`src/design/page_frame_buffer_manager_defines.svh`:
```
// Assertion macros for the page frame buffer manager top level.
// No dependencies.
`ifndef PAGE_FRAME_BUFFER_MANAGER_DEFINES_SVH
`define PAGE_FRAME_BUFFER_MANAGER_DEFINES_SVH
`ifndef SYNTHESIS
`define PFBM_ASSERT(label, clk, rst, prop, msg) \
  label: assert property (@(posedge clk) disable iff (rst) prop) else $error(msg);
`define PFBM_ASSERT_ALWAYS(label, clk, prop, msg) \
  label: assert property (@(posedge clk) prop) else $error(msg);
`else
`define PFBM_ASSERT(label, clk, rst, prop, msg)
`define PFBM_ASSERT_ALWAYS(label, clk, prop, msg)
`endif
`endif

```
`src/design/pfbm_pkg.sv`:
```
// Types and constants of the page frame buffer manager.
// No dependencies.
package pfbm_pkg;
  localparam logic [2:0] OP_REQUEST = 3'd0;
  localparam logic [2:0] OP_CREATE  = 3'd1;
  localparam logic [2:0] OP_DELETE  = 3'd2;
  localparam logic [2:0] OP_FIX     = 3'd3;
  localparam logic [2:0] OP_UNFIX   = 3'd4;
  localparam logic [2:0] OP_DIRTY   = 3'd5;
  localparam logic [2:0] OP_FLUSH   = 3'd6;
  localparam logic [2:0] OP_IGNORED = 3'd7;

  localparam logic [1:0] ST_OK      = 2'd0;
  localparam logic [1:0] ST_ABSENT  = 2'd1;
  localparam logic [1:0] ST_NOVICT  = 2'd2;
  localparam logic [1:0] ST_FIXRULE = 2'd3;

  localparam logic [0:0] REG_FRAME_LIMIT = 1'd0;
  localparam logic [0:0] REG_PROBE_SEED  = 1'd1;

  localparam logic [15:0] LFSR_TAPS  = 16'hB400;
  localparam logic [15:0] SEED_RESET = 16'd44257;
  localparam logic [4:0]  LIMIT_RESET = 5'd16;

  typedef struct packed {
    logic [2:0]  operation;
    logic [63:0] page_id;
    logic [63:0] new_page_id;
    logic        dirty_flag;
  } req_t;

  typedef struct packed {
    logic [1:0]  status;
    logic [3:0]  frame_index;
    logic        hit;
    logic        load_request;
    logic        save_request;
    logic [63:0] save_page_id;
    logic        drop_request;
    logic        last;
  } rsp_t;

  // Probe unit control from the sequencer.
  typedef struct packed {
    logic        step;
  } probe_ctl_t;
endpackage

```
`src/design/pfbm_if.sv`:
```
// Valid/ready channel carrying one payload.
// Depends on nothing but the payload type given as parameter.
interface pfbm_if #(parameter type T = logic) (input logic clk);
  logic valid;
  logic ready;
  T     data;
  modport source (output valid, output data, input ready);
  modport sink (input valid, input data, output ready);
endinterface

```
`src/design/pfbm_ram.sv`:
```
// Generic single-port RAM with registered read.
// No dependencies.
module pfbm_ram #(
  parameter int WIDTH = 64,
  parameter int DEPTH = 16
) (
  input  logic                     clk,
  input  logic                     we,
  input  logic [$clog2(DEPTH)-1:0] addr,
  input  logic [WIDTH-1:0]         wdata,
  output logic [WIDTH-1:0]         rdata
);
  logic [WIDTH-1:0] mem [DEPTH];
  always_ff @(posedge clk) begin
    if (we) begin
      mem[addr] <= wdata;
    end
    rdata <= mem[addr];
  end
endmodule

```
`src/design/pfbm_probe.sv`:
```
// Victim probe generator: LFSR and reduction of its value modulo the limit.
// Depends on pfbm_pkg.
module pfbm_probe #(
  parameter int FRAMES = 16
) (
  input  logic                     clk,
  input  logic                     rst,
  input  logic                     seed_we,
  input  logic [15:0]              seed,
  input  pfbm_pkg::probe_ctl_t     ctl,
  input  logic [6:0]               limit,
  output logic                     done,
  output logic [$clog2(FRAMES)-1:0] slot
);
  import pfbm_pkg::*;
  localparam int IW = $clog2(FRAMES);

  logic [15:0] lfsr;
  logic [15:0] lfsr_next;
  logic [15:0] rem;
  logic [22:0] sub;
  logic [4:0]  bitn;
  logic        busy;

  always_comb begin
    lfsr_next = (lfsr == 16'd0) ? 16'd1 : lfsr;
    lfsr_next = lfsr_next[0] ? ((lfsr_next >> 1) ^ LFSR_TAPS) : (lfsr_next >> 1);
  end

  // Restoring remainder, one bit per cycle while no seed write comes in.
  assign sub = {rem[15:0], lfsr[bitn[3:0]]} - {16'd0, limit};

  always_ff @(posedge clk) begin
    if (rst) begin
      lfsr <= SEED_RESET;
      busy <= 1'b0;
      bitn <= 5'd0;
      rem  <= 16'd0;
    end else if (seed_we) begin
      lfsr <= (seed == 16'd0) ? 16'd1 : seed;
    end else if (ctl.step) begin
      lfsr <= lfsr_next;
      busy <= 1'b1;
      bitn <= 5'd15;
      rem  <= 16'd0;
    end else if (busy) begin
      if (!sub[22]) begin
        rem <= sub[15:0];
      end else begin
        rem <= {rem[14:0], lfsr[bitn[3:0]]};
      end
      if (bitn == 5'd0) begin
        busy <= 1'b0;
      end
      bitn <= bitn - 5'd1;
    end
  end

  assign done = !busy;
  assign slot = rem[IW-1:0];
endmodule

```
`src/design/page_frame_buffer_manager.sv`:
```
// Top level of the page frame buffer manager: sequencer and frame state.
// Depends on pfbm_pkg, pfbm_if, pfbm_ram, pfbm_probe and the defines header.
//
//  channel | direction | payload
//  req     | in        | operation, page_id, new_page_id, dirty_flag
//  rsp     | out       | status, frame_index, hit, requests, save_page_id, last
//  cfg     | in        | frame_limit (0), probe_seed (1)
//
// A lookup reads one tag per cycle and scans every frame before a hit or
// absent page gives its result; a miss goes on to a fill. Each eviction
// probe waits for a bit-serial remainder, up to MAX_PROBES probes. Flush
// scans every frame and gives one result per dirty frame, or one empty
// result if none is dirty, and holds while a result waits at the output.
// Reset is synchronous; one request is worked on at a time and a stalled
// result holds the sequencer.
module page_frame_buffer_manager #(
  parameter int FRAMES = 16,
  parameter int MAX_PROBES = 64
) (
  input  logic        clk,
  input  logic        rst,
  input  logic        cfg_we,
  input  logic        cfg_index,
  input  logic [15:0] cfg_data,
  pfbm_if.sink        req,
  pfbm_if.source      rsp
);
  import pfbm_pkg::*;
  `include "page_frame_buffer_manager_defines.svh"

  localparam int IW = $clog2(FRAMES);
  localparam int PW = $clog2(MAX_PROBES + 1);
  localparam int UW = $clog2(FRAMES + 1);

  localparam logic [3:0] S_IDLE   = 4'd0;
  localparam logic [3:0] S_SCAN   = 4'd1;
  localparam logic [3:0] S_DECIDE = 4'd2;
  localparam logic [3:0] S_PSTEP  = 4'd3;
  localparam logic [3:0] S_PWAIT  = 4'd4;
  localparam logic [3:0] S_PREAD  = 4'd5;
  localparam logic [3:0] S_PCHK   = 4'd6;
  localparam logic [3:0] S_FILL   = 4'd7;
  localparam logic [3:0] S_OUT    = 4'd8;
  localparam logic [3:0] S_FLUSH  = 4'd9;
  localparam logic [3:0] S_FOUT   = 4'd10;

  logic [3:0]        state;
  req_t              cur;
  logic [IW:0]       idx;
  logic [IW:0]       ridx;
  logic              found;
  logic [IW-1:0]     fslot;
  logic [PW-1:0]     probes;
  logic [4:0]        frame_limit;
  logic [UW-1:0]     frames_used;
  logic              rsp_valid;
  rsp_t              rsp_data;

  logic [FRAMES-1:0] fvalid;
  logic [FRAMES-1:0] mark;
  logic [FRAMES-1:0] dirty;
  logic [7:0]        fixc [FRAMES];

  logic              tag_we;
  logic [IW-1:0]     tag_addr;
  logic [63:0]       tag_wdata;
  logic [63:0]       tag_rdata;
  logic [63:0]       key;
  logic [6:0]        eff_limit;
  logic              pdone;
  logic [IW-1:0]     pslot;
  probe_ctl_t        pctl;

  pfbm_ram #(.WIDTH(64), .DEPTH(FRAMES)) u_tags (
    .clk(clk), .we(tag_we), .addr(tag_addr), .wdata(tag_wdata), .rdata(tag_rdata)
  );

  always_comb begin
    if (frame_limit == 5'd0) begin
      eff_limit = 7'd1;
    end else if (7'(frame_limit) > 7'(FRAMES)) begin
      eff_limit = 7'(FRAMES);
    end else begin
      eff_limit = 7'(frame_limit);
    end
  end

  pfbm_probe #(.FRAMES(FRAMES)) u_probe (
    .clk(clk), .rst(rst), .seed_we(cfg_we && cfg_index == REG_PROBE_SEED),
    .seed(cfg_data), .ctl(pctl), .limit(eff_limit), .done(pdone), .slot(pslot)
  );

  assign key = (cur.operation == OP_CREATE) ? cur.new_page_id : cur.page_id;
  assign req.ready = (state == S_IDLE) && !rsp_valid;
  assign rsp.valid = rsp_valid;
  assign rsp.data  = rsp_data;

  always_comb begin
    pctl = '0;
    pctl.step = (state == S_PSTEP);
    tag_we = 1'b0;
    tag_wdata = key;
    tag_addr = idx[IW-1:0];
    // A stalled flush keeps reading the slot it is about to check.
    if (state == S_FLUSH && rsp_valid && !rsp.ready) begin
      tag_addr = ridx[IW-1:0];
    end
    if (state == S_PREAD || state == S_PCHK) begin
      tag_addr = pslot;
    end
    if (state == S_FILL) begin
      tag_addr = fslot;
      tag_we = 1'b1;
    end
  end

  // Lowest free slot.
  logic [IW-1:0] free_slot;
  always_comb begin
    free_slot = '0;
    for (int i = FRAMES - 1; i >= 0; i--) begin
      if (!fvalid[i]) begin
        free_slot = IW'(i);
      end
    end
  end

  always_ff @(posedge clk) begin
    if (rst) begin
      state <= S_IDLE;
      rsp_valid <= 1'b0;
      fvalid <= '0;
      mark <= '0;
      dirty <= '0;
      for (int i = 0; i < FRAMES; i++) begin
        fixc[i] <= 8'd0;
      end
      frames_used <= '0;
      frame_limit <= LIMIT_RESET;
    end else begin
      if (cfg_we && cfg_index == REG_FRAME_LIMIT) begin
        frame_limit <= cfg_data[4:0];
      end
      if (rsp_valid && rsp.ready) begin
        rsp_valid <= 1'b0;
      end
      case (state)
        S_IDLE: begin
          if (req.valid && req.ready) begin
            cur <= req.data;
            idx <= '0;
            ridx <= '0;
            found <= 1'b0;
            probes <= '0;
            rsp_data <= '0;
            state <= (req.data.operation == OP_FLUSH) ? S_FLUSH : S_SCAN;
            if (req.data.operation == OP_IGNORED) begin
              rsp_data.last <= 1'b1;
              rsp_valid <= 1'b1;
              state <= S_IDLE;
            end
          end
        end
        S_SCAN: begin
          // Read data arrives in the cycle after the address.
          if (idx != '0) begin
            if (fvalid[ridx[IW-1:0]] && tag_rdata == key && !found) begin
              found <= 1'b1;
              fslot <= ridx[IW-1:0];
            end
          end
          ridx <= idx;
          if (idx == (IW+1)'(FRAMES)) begin
            state <= S_DECIDE;
          end else begin
            idx <= idx + 1'b1;
          end
        end
        S_DECIDE: begin
          rsp_data.last <= 1'b1;
          rsp_data.frame_index <= 4'(fslot);
          rsp_data.hit <= found;
          state <= S_OUT;
          if (!found) begin
            rsp_data.frame_index <= '0;
            if (cur.operation == OP_REQUEST || cur.operation == OP_CREATE) begin
              if (frames_used < UW'(eff_limit) && !(&fvalid)) begin
                fslot <= free_slot;
                frames_used <= frames_used + 1'b1;
                state <= S_FILL;
              end else begin
                state <= S_PSTEP;
              end
            end else begin
              rsp_data.status <= ST_ABSENT;
            end
          end else begin
            case (cur.operation)
              OP_REQUEST: begin
                if (fixc[fslot] != 8'd255) begin
                  fixc[fslot] <= fixc[fslot] + 8'd1;
                end
                mark[fslot] <= 1'b1;
              end
              OP_CREATE: begin
                fixc[fslot] <= 8'd1;
                mark[fslot] <= 1'b1;
                dirty[fslot] <= 1'b1;
              end
              OP_DELETE: begin
                if (fixc[fslot] != 8'd0) begin
                  rsp_data.status <= ST_FIXRULE;
                end else begin
                  fvalid[fslot] <= 1'b0;
                  mark[fslot] <= 1'b0;
                  dirty[fslot] <= 1'b0;
                  rsp_data.drop_request <= 1'b1;
                  if (frames_used != '0) begin
                    frames_used <= frames_used - 1'b1;
                  end
                end
              end
              OP_FIX: begin
                if (fixc[fslot] != 8'd0) begin
                  rsp_data.status <= ST_FIXRULE;
                end else begin
                  fixc[fslot] <= 8'd1;
                  mark[fslot] <= 1'b1;
                end
              end
              OP_UNFIX: begin
                if (fixc[fslot] != 8'd1) begin
                  rsp_data.status <= ST_FIXRULE;
                end else begin
                  fixc[fslot] <= 8'd0;
                  if (cur.dirty_flag) begin
                    dirty[fslot] <= 1'b1;
                  end
                end
              end
              OP_DIRTY: begin
                dirty[fslot] <= 1'b1;
              end
              default: begin
              end
            endcase
          end
        end
        S_PSTEP: begin
          if (probes == PW'(MAX_PROBES)) begin
            rsp_data.status <= ST_NOVICT;
            rsp_data.frame_index <= '0;
            state <= S_OUT;
          end else begin
            probes <= probes + 1'b1;
            state <= S_PWAIT;
          end
        end
        S_PWAIT: begin
          if (pdone) begin
            state <= S_PREAD;
          end
        end
        S_PREAD: begin
          state <= S_PCHK;
        end
        S_PCHK: begin
          state <= S_PSTEP;
          if (fvalid[pslot] && fixc[pslot] == 8'd0) begin
            if (mark[pslot]) begin
              mark[pslot] <= 1'b0;
            end else begin
              fslot <= pslot;
              if (dirty[pslot]) begin
                rsp_data.save_request <= 1'b1;
                rsp_data.save_page_id <= tag_rdata;
              end
              state <= S_FILL;
            end
          end
        end
        S_FILL: begin
          fvalid[fslot] <= 1'b1;
          fixc[fslot] <= 8'd1;
          mark[fslot] <= 1'b1;
          dirty[fslot] <= (cur.operation == OP_CREATE);
          rsp_data.status <= ST_OK;
          rsp_data.frame_index <= 4'(fslot);
          rsp_data.load_request <= (cur.operation == OP_REQUEST);
          state <= S_OUT;
        end
        S_OUT: begin
          rsp_valid <= 1'b1;
          state <= S_IDLE;
        end
        S_FLUSH: begin
          if (!rsp_valid || rsp.ready) begin
            if (idx != '0 && fvalid[ridx[IW-1:0]] && dirty[ridx[IW-1:0]]) begin
              found <= 1'b1;
              rsp_data <= '0;
              rsp_data.frame_index <= 4'(ridx[IW-1:0]);
              rsp_data.save_request <= 1'b1;
              rsp_data.save_page_id <= tag_rdata;
              state <= S_FOUT;
            end else if (idx == (IW+1)'(FRAMES)) begin
              if (!found) begin
                rsp_data <= '0;
                rsp_data.last <= 1'b1;
                rsp_valid <= 1'b1;
              end
              state <= S_IDLE;
            end else begin
              ridx <= idx;
              idx <= idx + 1'b1;
            end
          end
        end
        S_FOUT: begin
          // Look ahead at the later frames to learn whether this result is the last.
          if (!rsp_valid || rsp.ready) begin
            rsp_valid <= 1'b1;
            rsp_data.last <= 1'b1;
            for (int j = 0; j < FRAMES; j++) begin
              if (j > int'(ridx[IW-1:0]) && fvalid[j] && dirty[j]) begin
                rsp_data.last <= 1'b0;
              end
            end
            if (idx == (IW+1)'(FRAMES) && ridx == idx) begin
              state <= S_IDLE;
            end else begin
              ridx <= idx;
              if (idx != (IW+1)'(FRAMES)) begin
                idx <= idx + 1'b1;
              end
              state <= (idx == (IW+1)'(FRAMES)) ? S_IDLE : S_FLUSH;
            end
          end
        end
        default: state <= S_IDLE;
      endcase
    end
  end

  `PFBM_ASSERT(a_busy_not_ready, clk, rst, (state != S_IDLE) |-> !req.ready,
    "input taken while busy")
  `PFBM_ASSERT(a_used_bound, clk, rst, frames_used <= UW'(FRAMES),
    "frames_used out of range")
  `PFBM_ASSERT(a_hold, clk, rst, (rsp.valid && !rsp.ready) |=> rsp.valid,
    "result dropped while stalled")
endmodule

```
`src/flat_wrapper.sv`:
```
// flat-port wrapper written by rule: the top's interface ports become plain ports
module page_frame_buffer_manager_flat import pfbm_pkg::*;
#(
  parameter int FRAMES = 16,
  parameter int MAX_PROBES = 64
)
  (clk, rst, cfg_we, cfg_index, cfg_data, req_valid, req_data, req_ready, rsp_valid, rsp_data, rsp_ready);
  pfbm_if #(.T(req_t)) req_i (.clk(clk));
  pfbm_if #(.T(rsp_t)) rsp_i (.clk(clk));
  input  logic clk;
  input  logic rst;
  input  logic cfg_we;
  input  logic cfg_index;
  input  logic [15:0] cfg_data;
  input wire logic [$bits(req_i.valid)-1:0] req_valid;
  input wire logic [$bits(req_i.data)-1:0] req_data;
  output wire logic [$bits(req_i.ready)-1:0] req_ready;
  output wire logic [$bits(rsp_i.valid)-1:0] rsp_valid;
  output wire logic [$bits(rsp_i.data)-1:0] rsp_data;
  input wire logic [$bits(rsp_i.ready)-1:0] rsp_ready;
  assign req_i.valid = req_valid;
  assign req_i.data = req_data;
  assign req_ready = req_i.ready;
  assign rsp_valid = rsp_i.valid;
  assign rsp_data = rsp_i.data;
  assign rsp_i.ready = rsp_ready;
  page_frame_buffer_manager #(.FRAMES(FRAMES), .MAX_PROBES(MAX_PROBES)) u_core (.clk(clk), .rst(rst), .cfg_we(cfg_we), .cfg_index(cfg_index), .cfg_data(cfg_data), .req(req_i), .rsp(rsp_i));
endmodule
```
`config.mk`:
```
export PLATFORM = sky130hd
export DESIGN_NAME = page_frame_buffer_manager_flat
export DESIGN_NICKNAME = d
export VERILOG_FILES = /design/src/design/pfbm_pkg.sv /design/src/design/pfbm_if.sv /design/src/design/pfbm_ram.sv /design/src/design/pfbm_probe.sv /design/src/design/page_frame_buffer_manager.sv /design/src/flat_wrapper.sv
export VERILOG_INCLUDE_DIRS = /design/src /design/src/design
export SDC_FILE = /design/constraint.sdc
export NUM_CORES = 2
export LEC_CHECK = 0
export BUFFER_PORTS_ARGS = -buffer_cell sky130_fd_sc_hd__buf_2
export CELL_PAD_IN_SITES_DETAIL_PLACEMENT = 1
export CELL_PAD_IN_SITES_GLOBAL_PLACEMENT = 2
export CORE_AREA = 4 4 360 362
export CTS_CLUSTER_DIAMETER = 150
export DETAILED_ROUTE_END_ITERATION = 12
export DIE_AREA = 0 0 364 366
export PLACE_DENSITY = 0.84
export SLEW_MARGIN = 40
export SYNTH_ARGS = -nofsm -noshare
export SYNTH_HDL_FRONTEND = slang
export SYNTH_SLANG_ARGS = --single-unit
```
`constraint.sdc`:
```
create_clock -name clk -period 24.5 [get_ports clk]
set_input_delay 2.45 -clock clk [delete_from_list [all_inputs] [get_ports clk]]
set_output_delay 2.45 -clock clk [all_outputs]
set_load 0.02 [all_outputs]
```
==> results.cfg <==
[setup_path]
cp_common_cell = buf_4
arrival_ns = 6.40
worst-path-stages = 11
crit_chain = nor3b_2, buf_4, buf_4, mux2_2, xor2_1, nor4_2, nand4_1, nor4_1, buf_4, o211ai_1, mux2_1
crit_slowest_cell = buf_4
r2r_slack_ns = 18.74
path_delay_family = simple AND/OR/NAND/NOR gates
cp_num_buf_inv = 3
cp-startpoint = u_core.cur[131]
reg2regPathDepth = 11
slowest_delay_ns = 0.64
reg2reg_from = u_core.cur[131]
crit_fanout = 42
crit_path_start_kind = flop
required_ns = 25.14
end_kind = flop
critical_path_class = reg2reg

[yosys]
synth_edf_count = 1381
yosys_register_bits = 1554
ys_async_sr_fraction = 0
synth_top_area_frac = 0.661
yosys.area.top_type = edfxtp_1
ys_top_cells_by_area = edfxtp_1 (66%), mux4_2 (11%), dfxtp_1 (5.5%), a22oi_1 (1.7%), nor2_1 (1.6%)
syn_inst = 3710
yosysWarnings = 0
avgSynthCellArea_sq_um = 16.9
synth_cell_types = 81
ys.flop_type = edfxtp_1
synth-seq-area-share = 0.716
netlist_area_sq_um = 62700
syn_nets = 3887

[clocking]
cts.path.max_buffers = 3
cts_tree = built
cts-buffers-inserted = 160
cts_resized = 0
clkSinkCount = 1554
hold_buffers = 0
htreeDepth = 4
path_clk_slew_ns = 0.06
root_buffer = clkbuf_16
post_cts_buffers = 0
insertion_delay_ns = 0.81

[placed_design]
pre_cts_slack_ns = 18.42
place.port_buffers = 230
placed_cells = 5460
routabilityCongestion = 0.858
hpwl_microns = 110000

[final_layout]
final_common_cell = edfxtp_1
final_cell_mix = edfxtp_1 (1,381), mux4_2 (316), nor2_1 (258), buf_2 (229), nand2_1 (212)
layoutNonFillerInstCount = 5762
finalNetCount = 4141
area_growth_pct = 13.6
multi_input_area_sq_um = 16700
fillers = 11500
regArea_sq_um = 44900
drive_above_1_share = 0.229

[status]
outcome = completed

[timing]
finalClockSkew_ns = 0.0329
tns_ns = 0
hold_viol_final = 0
tightest_slew_ns = 0.981
min_period_over_period = 0.235
rsz0062_at_grt = no
fmax_mhz = 174
setup_viol = 0
max-slew-margin-rel = 0.346
setup_ws_ns = 18.74
layout_min_cycle_time_ns = 5.76
drv_slew = 0

[grt]
track_usage = 0.279
use_met3 = 0.0453
grt_pass1_wl_microns = 270000
busiest_layer = met2
grt_overflow = 0
grt.met1_usage = 0.385
use_met2 = 0.456
grt_pass1_vias = 38600
grt_max_degree = 122
antenna_found_initial = 6

[route]
wl_microns = 185000
antenna_left = 0
drc = 0
via_per_inst = 6.39
drt_iter0_drc = 4269
vias = 36800
drtPass1Iterations = 5
avgRoutedWirePerCell_microns = 32.1

[pwr]
power_density_nw_per_um2 = 99.1
irDropWorstVdd_uv = 83.8
power_leakage_nw = 23.3

[min_path]
whs_path_depth = 2
hp-class = reg2reg

[flow_run]
max_cap_viol_count = 0

[die]
row_count = 131
die_h_microns = 366
die_area_sq_um = 133000
coreArea_sq_um = 127000
num_io_pins = 231
die_w_microns = 364
initial_core_util = 0.495
==> where the power goes <==
group,internal (mW),switching [mW],leakage (nW)
logic,0.499,0.817,6.79
registers,3.12,0.188,14.0
clock network,1.40,1.04,2.54
==> state kept, by name, indices dropped and copies added, names as in the netlist, named ones only <==
register,flops
u_core.rsp.data,75
u_core.u_probe.lfsr,16
u_core.rsp.valid,1
u_core.frames_used,5
u_core.u_probe.rem,16
u_core.u_tags.rdata,64
u_core.fixc,128
u_core.frame_limit,5
u_core.found,1
u_core.u_tags.mem,1024
u_core.probes,7
u_core.fslot,4
u_core.cur,132
u_core.u_probe.busy,1
u_core.ridx,5
u_core.state,4
u_core.idx,5
u_core.u_probe.bitn,5
==> worst reg2reg max path, stage by stage (launching register included) <==
cell and delay, ns:
edfxtp_1 0.58, nor3b_2 0.60, buf_4 0.64, buf_4 0.76
mux2_2 0.58, xor2_1 0.30, nor4_2 0.62, nand4_1 0.18
nor4_1 0.41, buf_4 0.24, o211ai_1 0.24, mux2_1 0.47
==> kinds of logic (layout without fill, tap and decap cells) <==
| group | after synthesis | after routing | synth area share |
|---|---|---|---|
| other cells | 0 | 2 | 0 |
| mux | 389 | 389 | 0.126 |
| simple gates | 859 | 859 | 0.0661 |
| flops | 1554 | 1554 | 0.716 |
| buf+inv | 311 | 699 | 0.0203 |
| fa+ha+maj | 23 | 23 | 0.00483 |
| xor+xnor | 72 | 72 | 0.0101 |
| compound gates | 502 | 502 | 0.0566 |
==> per-stage QoR <==
step	util	power, mW	cell area (sq um)	hold WS (ns)
after floorplan	-	4.13	62700	0.437
after global placement	0.519	4.58	65700	0.458
after detailed placement	0.520	4.64	65900	0.467
after CTS	0.561	7.08	71100	0.479
after global routing	0.562	7.31	71200	0.494
final	0.562	7.06	71200	0.477
==> cell usage after synthesis, types with 8 or more instances <==
| cell | number |
|---|---|
| o22ai_1 | 11 |
| o2111ai_1 | 8 |
| mux2_2 | 37 |
| nor4_1 | 68 |
| dfxtp_1 | 173 |
| nand2_1 | 217 |
| and3_1 | 12 |
| nor3_1 | 38 |
| mux4_2 | 316 |
| nand4_1 | 12 |
| xor2_1 | 44 |
| a21oi_1 | 72 |
| a211oi_1 | 42 |
| buf_2 | 38 |
| nand2b_1 | 33 |
| o21a_1 | 16 |
| o21ai_0 | 62 |
| xnor2_1 | 28 |
| nand3_1 | 58 |
| o211ai_1 | 25 |
| inv_1 | 101 |
| a22oi_1 | 145 |
| nor2_1 | 260 |
| o21ai_1 | 10 |
| ha_1 | 21 |
| buf_1 | 11 |
| clkbuf_1 | 149 |
| nor2b_1 | 29 |
| and2_1 | 73 |
| a31oi_1 | 9 |
| edfxtp_1 | 1381 |
| mux2i_1 | 31 |
| a22o_1 | 21 |
| or3_1 | 22 |
| a311oi_1 | 11 |
==> how the worst max path moves through the flow <==
stage                         endpoint  slack, ns
2_1_floorplan            u_core.cur[0]      11.73
3_3_place_gp   u_core.u_tags.rdata[18]      18.36
3_5_place_dp    u_core.u_tags.rdata[8]      18.42
4_1_cts                           flop      18.49
5_1_grt                           flop      18.54
6_report                          flop      18.74
==> routing by layer <==
layer / share of wire / wire (microns)
met5: 0.00015 / 27
met4: 0.031 / 5730
met3: 0.081 / 15000
met2: 0.49 / 91600
met1: 0.39 / 72700
==> final cells by class <==
type / count / share of cell area
Clock inverter: 73 / 0.0120
Timing Repair Buffer: 300 / 0.0260
Sequential cell: 1554 / 0.631
Antenna cell: 2 / 0.0000702
Tap cell: 1662 / 0.0292
Clock buffer: 223 / 0.0614
Inverter: 103 / 0.00599
Multi-Input combinational cell: 1845 / 0.235
No activity file was read; power rests on OpenSTA's default activity.
